### src/rtl/dxt1_block_decoder_core_macros.svh
// Assertion macros shared by the decoder RTL.
// Both sample on clk and are disabled while rst_n is low.
`ifndef DXT1_BLOCK_DECODER_CORE_MACROS_SVH
`define DXT1_BLOCK_DECODER_CORE_MACROS_SVH

`ifndef SYNTHESIS
// Consequent checked in the same cycle as the antecedent.
`define DXT1_ASSERT_NOW(label, ante, cons) \
    label: assert property (@(posedge clk) disable iff (!rst_n) (ante) |-> (cons)) \
        else $error("dxt1 check failed");
// Consequent checked in the cycle after the antecedent.
`define DXT1_ASSERT_NEXT(label, ante, cons) \
    label: assert property (@(posedge clk) disable iff (!rst_n) (ante) |=> (cons)) \
        else $error("dxt1 check failed");
`else
`define DXT1_ASSERT_NOW(label, ante, cons)
`define DXT1_ASSERT_NEXT(label, ante, cons)
`endif

`endif

### src/rtl/dxt1_pkg.sv
package dxt1_pkg;

    // Block queue depth between front and back
    localparam int QDEPTH = 2;
    localparam int QPTR_W = (QDEPTH > 1) ? $clog2(QDEPTH) : 1;
    localparam int QCNT_W = $clog2(QDEPTH + 1);

    // Texels per 4x4 block
    localparam int TEXELS     = 16;
    localparam int TEXEL_CNT_W = 4;
    localparam logic [TEXEL_CNT_W-1:0] LAST_TEXEL = TEXEL_CNT_W'(TEXELS - 1);

    localparam logic [7:0]  ALPHA_OPAQUE = 8'hFF;
    localparam logic [31:0] TRANSPARENT_BLACK = 32'h0000_0000;

    // x/3 == (x * 683) >> 11 for every x below 2048
    localparam logic [10:0] RECIP3       = 11'd683;
    localparam int          RECIP3_SHIFT = 11;

    // One decoded block: four palette colors and the index word
    typedef struct packed {
        logic [3:0][31:0] pal;
        logic [31:0]      idx;
    } blk_t;

    // Queue status seen by front and back
    typedef struct packed {
        logic full;
        logic empty;
    } q_stat_t;

    // RGB565 to ABGR8888, shift only, opaque
    function automatic logic [31:0] expand565(input logic [15:0] c);
        return {ALPHA_OPAQUE, c[4:0], 3'b000, c[10:5], 2'b00, c[15:11], 3'b000};
    endfunction

    // Exact floor(x/3) for a 10-bit sum up to 767
    function automatic logic [7:0] div3(input logic [9:0] x);
        logic [20:0] p;
        p = 21'(x) * 21'(RECIP3);
        return p[RECIP3_SHIFT +: 8];
    endfunction

    // (2*near + far) / 3 per color channel, opaque
    function automatic logic [31:0] blend_third(input logic [31:0] near, input logic [31:0] far);
        logic [31:0] res;
        logic [9:0]  s;
        res = {ALPHA_OPAQUE, 24'h0};
        for (int ch = 0; ch < 3; ch++) begin
            s = {1'b0, near[ch*8 +: 8], 1'b0} + 10'(far[ch*8 +: 8]);
            res[ch*8 +: 8] = div3(s);
        end
        return res;
    endfunction

    // (a + b) / 2 per color channel, opaque
    function automatic logic [31:0] blend_half(input logic [31:0] a, input logic [31:0] b);
        logic [31:0] res;
        logic [8:0]  s;
        res = {ALPHA_OPAQUE, 24'h0};
        for (int ch = 0; ch < 3; ch++) begin
            s = 9'(a[ch*8 +: 8]) + 9'(b[ch*8 +: 8]);
            res[ch*8 +: 8] = s[8:1];
        end
        return res;
    endfunction

endpackage

### src/rtl/dxt1_in_if.sv
interface dxt1_in_if;
    logic        valid;
    logic        ready;
    logic [15:0] first_color;
    logic [15:0] second_color;
    logic [31:0] index_bits;

    modport source (output valid, first_color, second_color, index_bits, input ready);
    modport sink   (input valid, first_color, second_color, index_bits, output ready);
endinterface

### src/rtl/dxt1_out_if.sv
interface dxt1_out_if;
    logic        valid;
    logic        ready;
    logic [31:0] texel;
    logic [1:0]  row;
    logic [1:0]  column;
    logic        last;

    modport source (output valid, texel, row, column, last, input ready);
    modport sink   (input valid, texel, row, column, last, output ready);
endinterface

### src/rtl/dxt1_block_decoder_core.sv
// DXT1 block decoder: takes one compressed 4x4 block (two RGB565 endpoints and
// sixteen 2-bit indices) per input transaction and returns its sixteen texels
// as ABGR8888 in raster order, one texel per output transaction, with last set
// on the sixteenth. The front builds the palette in the cycle a block is taken
// and writes it into a two-entry block queue; the back unit reads one block at
// a time and emits one texel per cycle into an output register while out_ch
// is not stalled by ready. A block's first texel passes through the queue
// entry, the current-block register and the output register. Up to two further
// blocks are buffered while a block drains, so input can run ahead of output.
module dxt1_block_decoder_core (
    input  logic       clk,
    input  logic       rst_n,
    dxt1_in_if.sink    in_ch,
    dxt1_out_if.source out_ch
);
    import dxt1_pkg::*;

    q_stat_t stat;
    logic    push;
    logic    pop;
    blk_t    push_data;
    blk_t    pop_data;

    dxt1_front u_front (
        .in_ch (in_ch),
        .stat  (stat),
        .push  (push),
        .blk   (push_data)
    );

    dxt1_queue u_queue (
        .clk       (clk),
        .rst_n     (rst_n),
        .push      (push),
        .push_data (push_data),
        .pop       (pop),
        .pop_data  (pop_data),
        .stat      (stat)
    );

    dxt1_back u_back (
        .clk    (clk),
        .rst_n  (rst_n),
        .stat   (stat),
        .q_data (pop_data),
        .pop    (pop),
        .out_ch (out_ch)
    );

endmodule

### src/rtl/dxt1_front.sv
// Accepts compressed blocks and builds the four-entry palette.
module dxt1_front (
    dxt1_in_if.sink          in_ch,
    input  dxt1_pkg::q_stat_t stat,
    output logic             push,
    output dxt1_pkg::blk_t   blk
);
    import dxt1_pkg::*;

    logic [31:0] col_a;
    logic [31:0] col_b;
    logic        four_color;

    // Take a block whenever the queue has room
    assign in_ch.ready = !stat.full;
    assign push        = in_ch.valid && !stat.full;

    // Endpoint expansion and mode select
    assign col_a      = expand565(in_ch.first_color);
    assign col_b      = expand565(in_ch.second_color);
    assign four_color = in_ch.first_color > in_ch.second_color;

    // Palette
    always_comb
    begin
        blk.pal[0] = col_a;
        blk.pal[1] = col_b;
        if (four_color)
        begin
            blk.pal[2] = blend_third(col_a, col_b);
            blk.pal[3] = blend_third(col_b, col_a);
        end
        else
        begin
            blk.pal[2] = blend_half(col_a, col_b);
            blk.pal[3] = TRANSPARENT_BLACK;
        end
        blk.idx = in_ch.index_bits;
    end

endmodule

### src/rtl/dxt1_queue.sv
`include "dxt1_block_decoder_core_macros.svh"

// Small FIFO of decoded palettes between front and back.
module dxt1_queue (
    input  logic              clk,
    input  logic              rst_n,
    input  logic              push,
    input  dxt1_pkg::blk_t    push_data,
    input  logic              pop,
    output dxt1_pkg::blk_t    pop_data,
    output dxt1_pkg::q_stat_t stat
);
    import dxt1_pkg::*;

    blk_t              entries_reg [QDEPTH];
    logic [QPTR_W-1:0] wr_ptr_reg;
    logic [QPTR_W-1:0] wr_ptr_next;
    logic [QPTR_W-1:0] rd_ptr_reg;
    logic [QPTR_W-1:0] rd_ptr_next;
    logic [QCNT_W-1:0] count_reg;
    logic [QCNT_W-1:0] count_next;

    // Pointer and fill count update
    always_comb
    begin
        wr_ptr_next = wr_ptr_reg;
        rd_ptr_next = rd_ptr_reg;
        count_next  = count_reg;
        if (push)
        begin
            wr_ptr_next = (wr_ptr_reg == QPTR_W'(QDEPTH - 1)) ? '0 : wr_ptr_reg + 1'b1;
        end
        if (pop)
        begin
            rd_ptr_next = (rd_ptr_reg == QPTR_W'(QDEPTH - 1)) ? '0 : rd_ptr_reg + 1'b1;
        end
        if (push && !pop)
        begin
            count_next = count_reg + 1'b1;
        end
        else if (pop && !push)
        begin
            count_next = count_reg - 1'b1;
        end
    end

    always_ff @(posedge clk or negedge rst_n)
    begin
        if (!rst_n)
        begin
            wr_ptr_reg <= '0;
            rd_ptr_reg <= '0;
            count_reg  <= '0;
        end
        else
        begin
            wr_ptr_reg <= wr_ptr_next;
            rd_ptr_reg <= rd_ptr_next;
            count_reg  <= count_next;
        end
    end

    // Storage, no reset
    always_ff @(posedge clk)
    begin
        if (push)
        begin
            entries_reg[wr_ptr_reg] <= push_data;
        end
    end

    assign pop_data   = entries_reg[rd_ptr_reg];
    assign stat.full  = (count_reg == QCNT_W'(QDEPTH));
    assign stat.empty = (count_reg == '0);

    `DXT1_ASSERT_NEXT(a_push_grows, push && !pop, count_reg == $past(count_reg) + 1'b1)
    `DXT1_ASSERT_NOW(a_pop_not_empty, pop, count_reg != '0)
    `DXT1_ASSERT_NOW(a_push_not_full, push, !stat.full)

endmodule

### src/rtl/dxt1_back.sv
`include "dxt1_block_decoder_core_macros.svh"

// Walks one palette block and emits its texels in raster order.
module dxt1_back (
    input  logic              clk,
    input  logic              rst_n,
    input  dxt1_pkg::q_stat_t stat,
    input  dxt1_pkg::blk_t    q_data,
    output logic              pop,
    dxt1_out_if.source        out_ch
);
    import dxt1_pkg::*;

    blk_t                   cur_reg;
    logic                   cur_valid_reg;
    logic                   cur_valid_next;
    logic [TEXEL_CNT_W-1:0] cnt_reg;
    logic [TEXEL_CNT_W-1:0] cnt_next;
    logic                   out_valid_reg;
    logic                   out_valid_next;
    logic [31:0]            texel_reg;
    logic [1:0]             row_reg;
    logic [1:0]             column_reg;
    logic                   last_reg;
    logic                   fire;
    logic                   done;
    logic [1:0]             sel;

    // Produce a texel when the output register is free or draining
    assign fire = cur_valid_reg && (!out_valid_reg || out_ch.ready);
    assign done = fire && (cnt_reg == LAST_TEXEL);
    assign pop  = !stat.empty && (!cur_valid_reg || done);

    // Index of texel k sits at bits 2*(15-k)+1 .. 2*(15-k)
    assign sel = cur_reg.idx[{~cnt_reg, 1'b0} +: 2];

    // Control
    always_comb
    begin
        cur_valid_next = cur_valid_reg;
        if (pop)
        begin
            cur_valid_next = 1'b1;
        end
        else if (done)
        begin
            cur_valid_next = 1'b0;
        end
        cnt_next = fire ? cnt_reg + 1'b1 : cnt_reg;
        if (fire)
        begin
            out_valid_next = 1'b1;
        end
        else if (out_ch.ready)
        begin
            out_valid_next = 1'b0;
        end
        else
        begin
            out_valid_next = out_valid_reg;
        end
    end

    always_ff @(posedge clk or negedge rst_n)
    begin
        if (!rst_n)
        begin
            cur_valid_reg <= 1'b0;
            cnt_reg       <= '0;
            out_valid_reg <= 1'b0;
        end
        else
        begin
            cur_valid_reg <= cur_valid_next;
            cnt_reg       <= cnt_next;
            out_valid_reg <= out_valid_next;
        end
    end

    // Block and output payload
    always_ff @(posedge clk)
    begin
        if (pop)
        begin
            cur_reg <= q_data;
        end
        if (fire)
        begin
            texel_reg  <= cur_reg.pal[sel];
            row_reg    <= cnt_reg[3:2];
            column_reg <= cnt_reg[1:0];
            last_reg   <= (cnt_reg == LAST_TEXEL);
        end
    end

    assign out_ch.valid  = out_valid_reg;
    assign out_ch.texel  = texel_reg;
    assign out_ch.row    = row_reg;
    assign out_ch.column = column_reg;
    assign out_ch.last   = last_reg;

    `DXT1_ASSERT_NOW(a_pop_on_boundary, pop, !cur_valid_reg || done)
    `DXT1_ASSERT_NEXT(a_block_starts_at_zero, pop, cnt_reg == '0)
    `DXT1_ASSERT_NEXT(a_fire_loads_output, fire, out_valid_reg && (last_reg == ($past(cnt_reg) == LAST_TEXEL)))

endmodule
### src/flat_wrapper.sv
// flat-port wrapper written by rule: the top's interface ports become plain ports
module dxt1_block_decoder_core_flat import dxt1_pkg::*;
  (clk, rst_n, in_ch_valid, in_ch_first_color, in_ch_second_color, in_ch_index_bits, in_ch_ready, out_ch_valid, out_ch_texel, out_ch_row, out_ch_column, out_ch_last, out_ch_ready);
  dxt1_in_if in_ch_i ();
  dxt1_out_if out_ch_i ();
  input  logic clk;
  input  logic rst_n;
  input wire logic [$bits(in_ch_i.valid)-1:0] in_ch_valid;
  input wire logic [$bits(in_ch_i.first_color)-1:0] in_ch_first_color;
  input wire logic [$bits(in_ch_i.second_color)-1:0] in_ch_second_color;
  input wire logic [$bits(in_ch_i.index_bits)-1:0] in_ch_index_bits;
  output wire logic [$bits(in_ch_i.ready)-1:0] in_ch_ready;
  output wire logic [$bits(out_ch_i.valid)-1:0] out_ch_valid;
  output wire logic [$bits(out_ch_i.texel)-1:0] out_ch_texel;
  output wire logic [$bits(out_ch_i.row)-1:0] out_ch_row;
  output wire logic [$bits(out_ch_i.column)-1:0] out_ch_column;
  output wire logic [$bits(out_ch_i.last)-1:0] out_ch_last;
  input wire logic [$bits(out_ch_i.ready)-1:0] out_ch_ready;
  assign in_ch_i.valid = in_ch_valid;
  assign in_ch_i.first_color = in_ch_first_color;
  assign in_ch_i.second_color = in_ch_second_color;
  assign in_ch_i.index_bits = in_ch_index_bits;
  assign in_ch_ready = in_ch_i.ready;
  assign out_ch_valid = out_ch_i.valid;
  assign out_ch_texel = out_ch_i.texel;
  assign out_ch_row = out_ch_i.row;
  assign out_ch_column = out_ch_i.column;
  assign out_ch_last = out_ch_i.last;
  assign out_ch_i.ready = out_ch_ready;
  dxt1_block_decoder_core u_core (.clk(clk), .rst_n(rst_n), .in_ch(in_ch_i), .out_ch(out_ch_i));
endmodule
### config.mk
export PLATFORM = sky130hd
export DESIGN_NAME = dxt1_block_decoder_core_flat
export DESIGN_NICKNAME = d
export VERILOG_FILES = /design/src/rtl/dxt1_pkg.sv /design/src/rtl/dxt1_in_if.sv /design/src/rtl/dxt1_out_if.sv /design/src/rtl/dxt1_block_decoder_core.sv /design/src/rtl/dxt1_front.sv /design/src/rtl/dxt1_queue.sv /design/src/rtl/dxt1_back.sv /design/src/flat_wrapper.sv
export VERILOG_INCLUDE_DIRS = /design/src /design/src/rtl
export SDC_FILE = /design/constraint.sdc
export NUM_CORES = 1
export LEC_CHECK = 0
export BUFFER_PORTS_ARGS = -buffer_cell sky130_fd_sc_hd__buf_2
export CORE_MARGIN = 4
export CORE_UTILIZATION = 63
export DETAILED_ROUTE_END_ITERATION = 10
export GPL_TIMING_DRIVEN = 0
export HOLD_SLACK_MARGIN = 0.1
export PLACE_DENSITY = 0.81
export SYNTH_ARGS = -nofsm -noshare
export SYNTH_HDL_FRONTEND = slang
export SYNTH_SLANG_ARGS = --single-unit
### constraint.sdc
create_clock -name clk -period 8.21 [get_ports clk]
set_input_delay 0.821 -clock clk [delete_from_list [all_inputs] [get_ports clk]]
set_output_delay 0.821 -clock clk [all_outputs]
set_load 0.02 [all_outputs]
==> flow_summary.ini <==
[status]
status = completed

[drt]
drc_errors = 0
viasPerCell = 5.88
vias = 13401
drt_wl_total_um = 45900
wire_per_inst_um = 20.1
first_pass_iters = 5
dr.first_iter.drc_count = 877
ant_nets = 0

[final_layout]
seq_area_um2 = 11300
syn2layout_area_growth_pct = 10.8
fin_cells = 2281
fillers = 2322
stdcell_area_um2 = 25600
drive_gt1_share_pct = 17.5
multi_input_comb_area_um2 = 10900
largest_reg_flops = 226
fin_nets = 2286

[cts]
post_cts_buffers = 0
post_cts_resized = 0
clkTransAtPathRegs_ns = 0.06
cts-buffers-inserted = 37
cts_buffer_depth = 3
clock_sinks = 379
clk_latency_ns = 0.52
cts.htree.levels = 2
tritoncts = yes
root_buffer = clkbuf_16
cts_hold_buf = 0

[sta]
timing.final.crit_share_pct = 79.9
maxSlewHeadroom_pct = 40.5
drv_slew = 0
holdWs_ns = 0.163
fin_setup_tns_ns = 0
fmax_ghz = 0.152
layout_min_cycle_time_ns = 6.56
tightest_slew_ns = 0.883
rsz0062_at_grt = false
setup_viol = 0
clock_skew_ns = 0.0150
hold_viol_final = 0

[global_route]
antenna_found_initial = 1
globalRoute.totalOverflow = 0
grt_pass1_vias = 14019
grt_pass1_wl_um = 73700
grt_max_degree = 75
grt_usage_pct = 23.5

[setup_path]
r2r_setup_slack_ns = 5.22
endpoint_kind = register
r2r-start = u_core.u_back.cnt_reg[1]$_DFFE_PN0P_
ff2ff_path_depth = 5
worst_path_most_repeated_cell = ha_1
cp_cell_sequence = buf_2, ha_1, fa_1, a21o_1, a21oi_1, nor2b_1, o21ai_0, inv_1, ha_1, ha_1, inv_1, fa_1, inv_1, fa_1, ha_1, ha_1, and3_1, nand3_1, o21ai_0, or3b_2, a21oi_1, xnor2_1, mux2_2
cp-start-kind = input port
timing.rr.end = u_core.u_back.out_ch.texel[20]$_DFFE_PP_
arrival_ns = 6.81
critPathMaxStageDelay_ns = 0.55
slowest_stage = o21ai_0
crit_required_ns = 8.46
crit_type = input port to register
crit_fanout = 8

[synth]
syn-num-nets = 2134
synth_area_leaders = edfxtp_1 (48%), ha_1 (19%), fa_1 (6.0%), mux2_2 (5.7%), inv_1 (2.8%)
ys.warnings.count = 0
ys_seq_area_share_pct = 49.0
dominantRegCellSynth = edfxtp_1
post-synth-top-area-cell = edfxtp_1
synth-seq-cells = 379
synthCells = 1639
synth_area_um2 = 23100
ys_async_sr_fraction_pct = 2.64
netlist-cell-type-count = 60
netlist.area_leader.share_pct = 48.0
avgSynthCellArea_um2 = 14.1
synth_edf_count = 369

[die]
die_area_um2 = 39800
io_pins = 107
floorplan.rows = 69
core_um2 = 35900
die_w_um = 200
start_util_pct = 64.3
die_y_um = 200

[power]
p_leak_nw = 11.0
irDropWorstVdd_mv = 0.188
power_mw = 10.3
p_per_area_nw_per_um2 = 404

[placement]
place_area_um2 = 24400
gp_congestion = 0.875
dp_cells = 2213
place_hpwl_um = 34500
port_buffers = 106

[flow_run]
cap_violations = 0

[hold_path]
worstHoldPathType = input port to asynchronous set/reset pin
kinds of logic after synthesis:
family / synth area share, %
adder cells (fa/ha/maj): 25.4
flip-flops: 49.0
buffers and inverters: 3.65
AND/OR/NAND/NOR: 3.65
multiplexers: 8.84
AO/OA/AOI/OAI: 5.37
XOR/XNOR: 4.09
area by class of cell:
type	count	share of cell area, %
inverter	171	2.52
sequential	379	44.3
tap	461	2.25
antenna	2	0.0196
timing repair buffer	113	2.68
multi-input combinational	1054	42.8
buffer	35	0.792
clock buffer	51	4.11
clock inverter	15	0.601
placed cells by master (no fill, tap or decap), types with 25 or more instances in the layout:
cell type	synthesis	final
ha_1	358	358
mux2_2	116	116
inv_1	170	169
edfxtp_1	369	369
buf_2	1	107
clkbuf_1	18	26
nor2_1	63	62
clkbuf_16	0	39
xor2_1	36	36
fa_1	69	69
a21o_1	25	25
xnor2_1	72	72
nand2_1	32	32
o21ai_0	34	34
a21oi_1	61	61
worst max-delay path: cells and delay by family:
kind                     cells  cell delay [ns]
multiplexers                 1             0.28
adder cells (fa/ha/maj)      8             2.91
XOR/XNOR                     1             0.08
AO/OA/AOI/OAI                5             1.21
buffers and inverters        4             0.57
AND/OR/NAND/NOR              4             0.92
worst max-delay path by stage:
stage / from / endpoint / slack (ns)
after floorplan: in_ch_second_color[6] / u_core.u_queue.entries_reg[0][76]$_DFFE_PP_ / 1.99
after global placement: in_ch_valid / u_core.u_queue.entries_reg[0][103]$_DFFE_PP_ / -1.0
after detailed placement: in_ch_first_color[5] / u_core.u_queue.entries_reg[1][76]$_DFFE_PP_ / 1.19
after CTS: in_ch_first_color[5] / u_core.u_queue.entries_reg[0][76]$_DFFE_PP_ / 1.70
after global routing: in_ch_first_color[5] / u_core.u_queue.entries_reg[0][76]$_DFFE_PP_ / 1.32
final: in_ch_first_color[5] / u_core.u_queue.entries_reg[0][76]$_DFFE_PP_ / 1.65
metrics by stage:
step / util (%) / worst slack, ns
2_1_floorplan: - / 1.99
3_3_place_gp: 67.4 / -0.997
3_5_place_dp: 67.9 / 1.19
4_1_cts: 71.3 / 1.70
5_1_grt: 71.3 / 1.32
6_report: 71.3 / 1.65
layer usage:
metal	vias up	global-route usage, %	wire (um)
met5	-	0	0
met4	0	5.84	1100
met3	73	2.77	2470
met2	366	41.0	23100
met1	6620	31.7	19300
li1	6342	-	-
synth_stat cells (all sizes together), types with 11 or more instances:
cell	count
a21o	25
a21oi	61
buf	17
clkbuf	18
edfxtp	369
fa	69
ha	358
inv	171
mux2	116
mux2i	11
mux4	26
nand2	32
nand4	12
nor2	63
nor2b	22
o21a	11
o21ai	34
o21bai	14
xnor2	72
xor2	36
power by group:
part / switching, mW / total [mW] / internal [mW]
registers: 0.150 / 3.05 / 2.90
logic: 3.18 / 5.62 / 2.45
clock network: 0.672 / 1.66 / 0.992
total: 4.00 / 10.3 / 6.34
(Power assumes the default switching activity.)
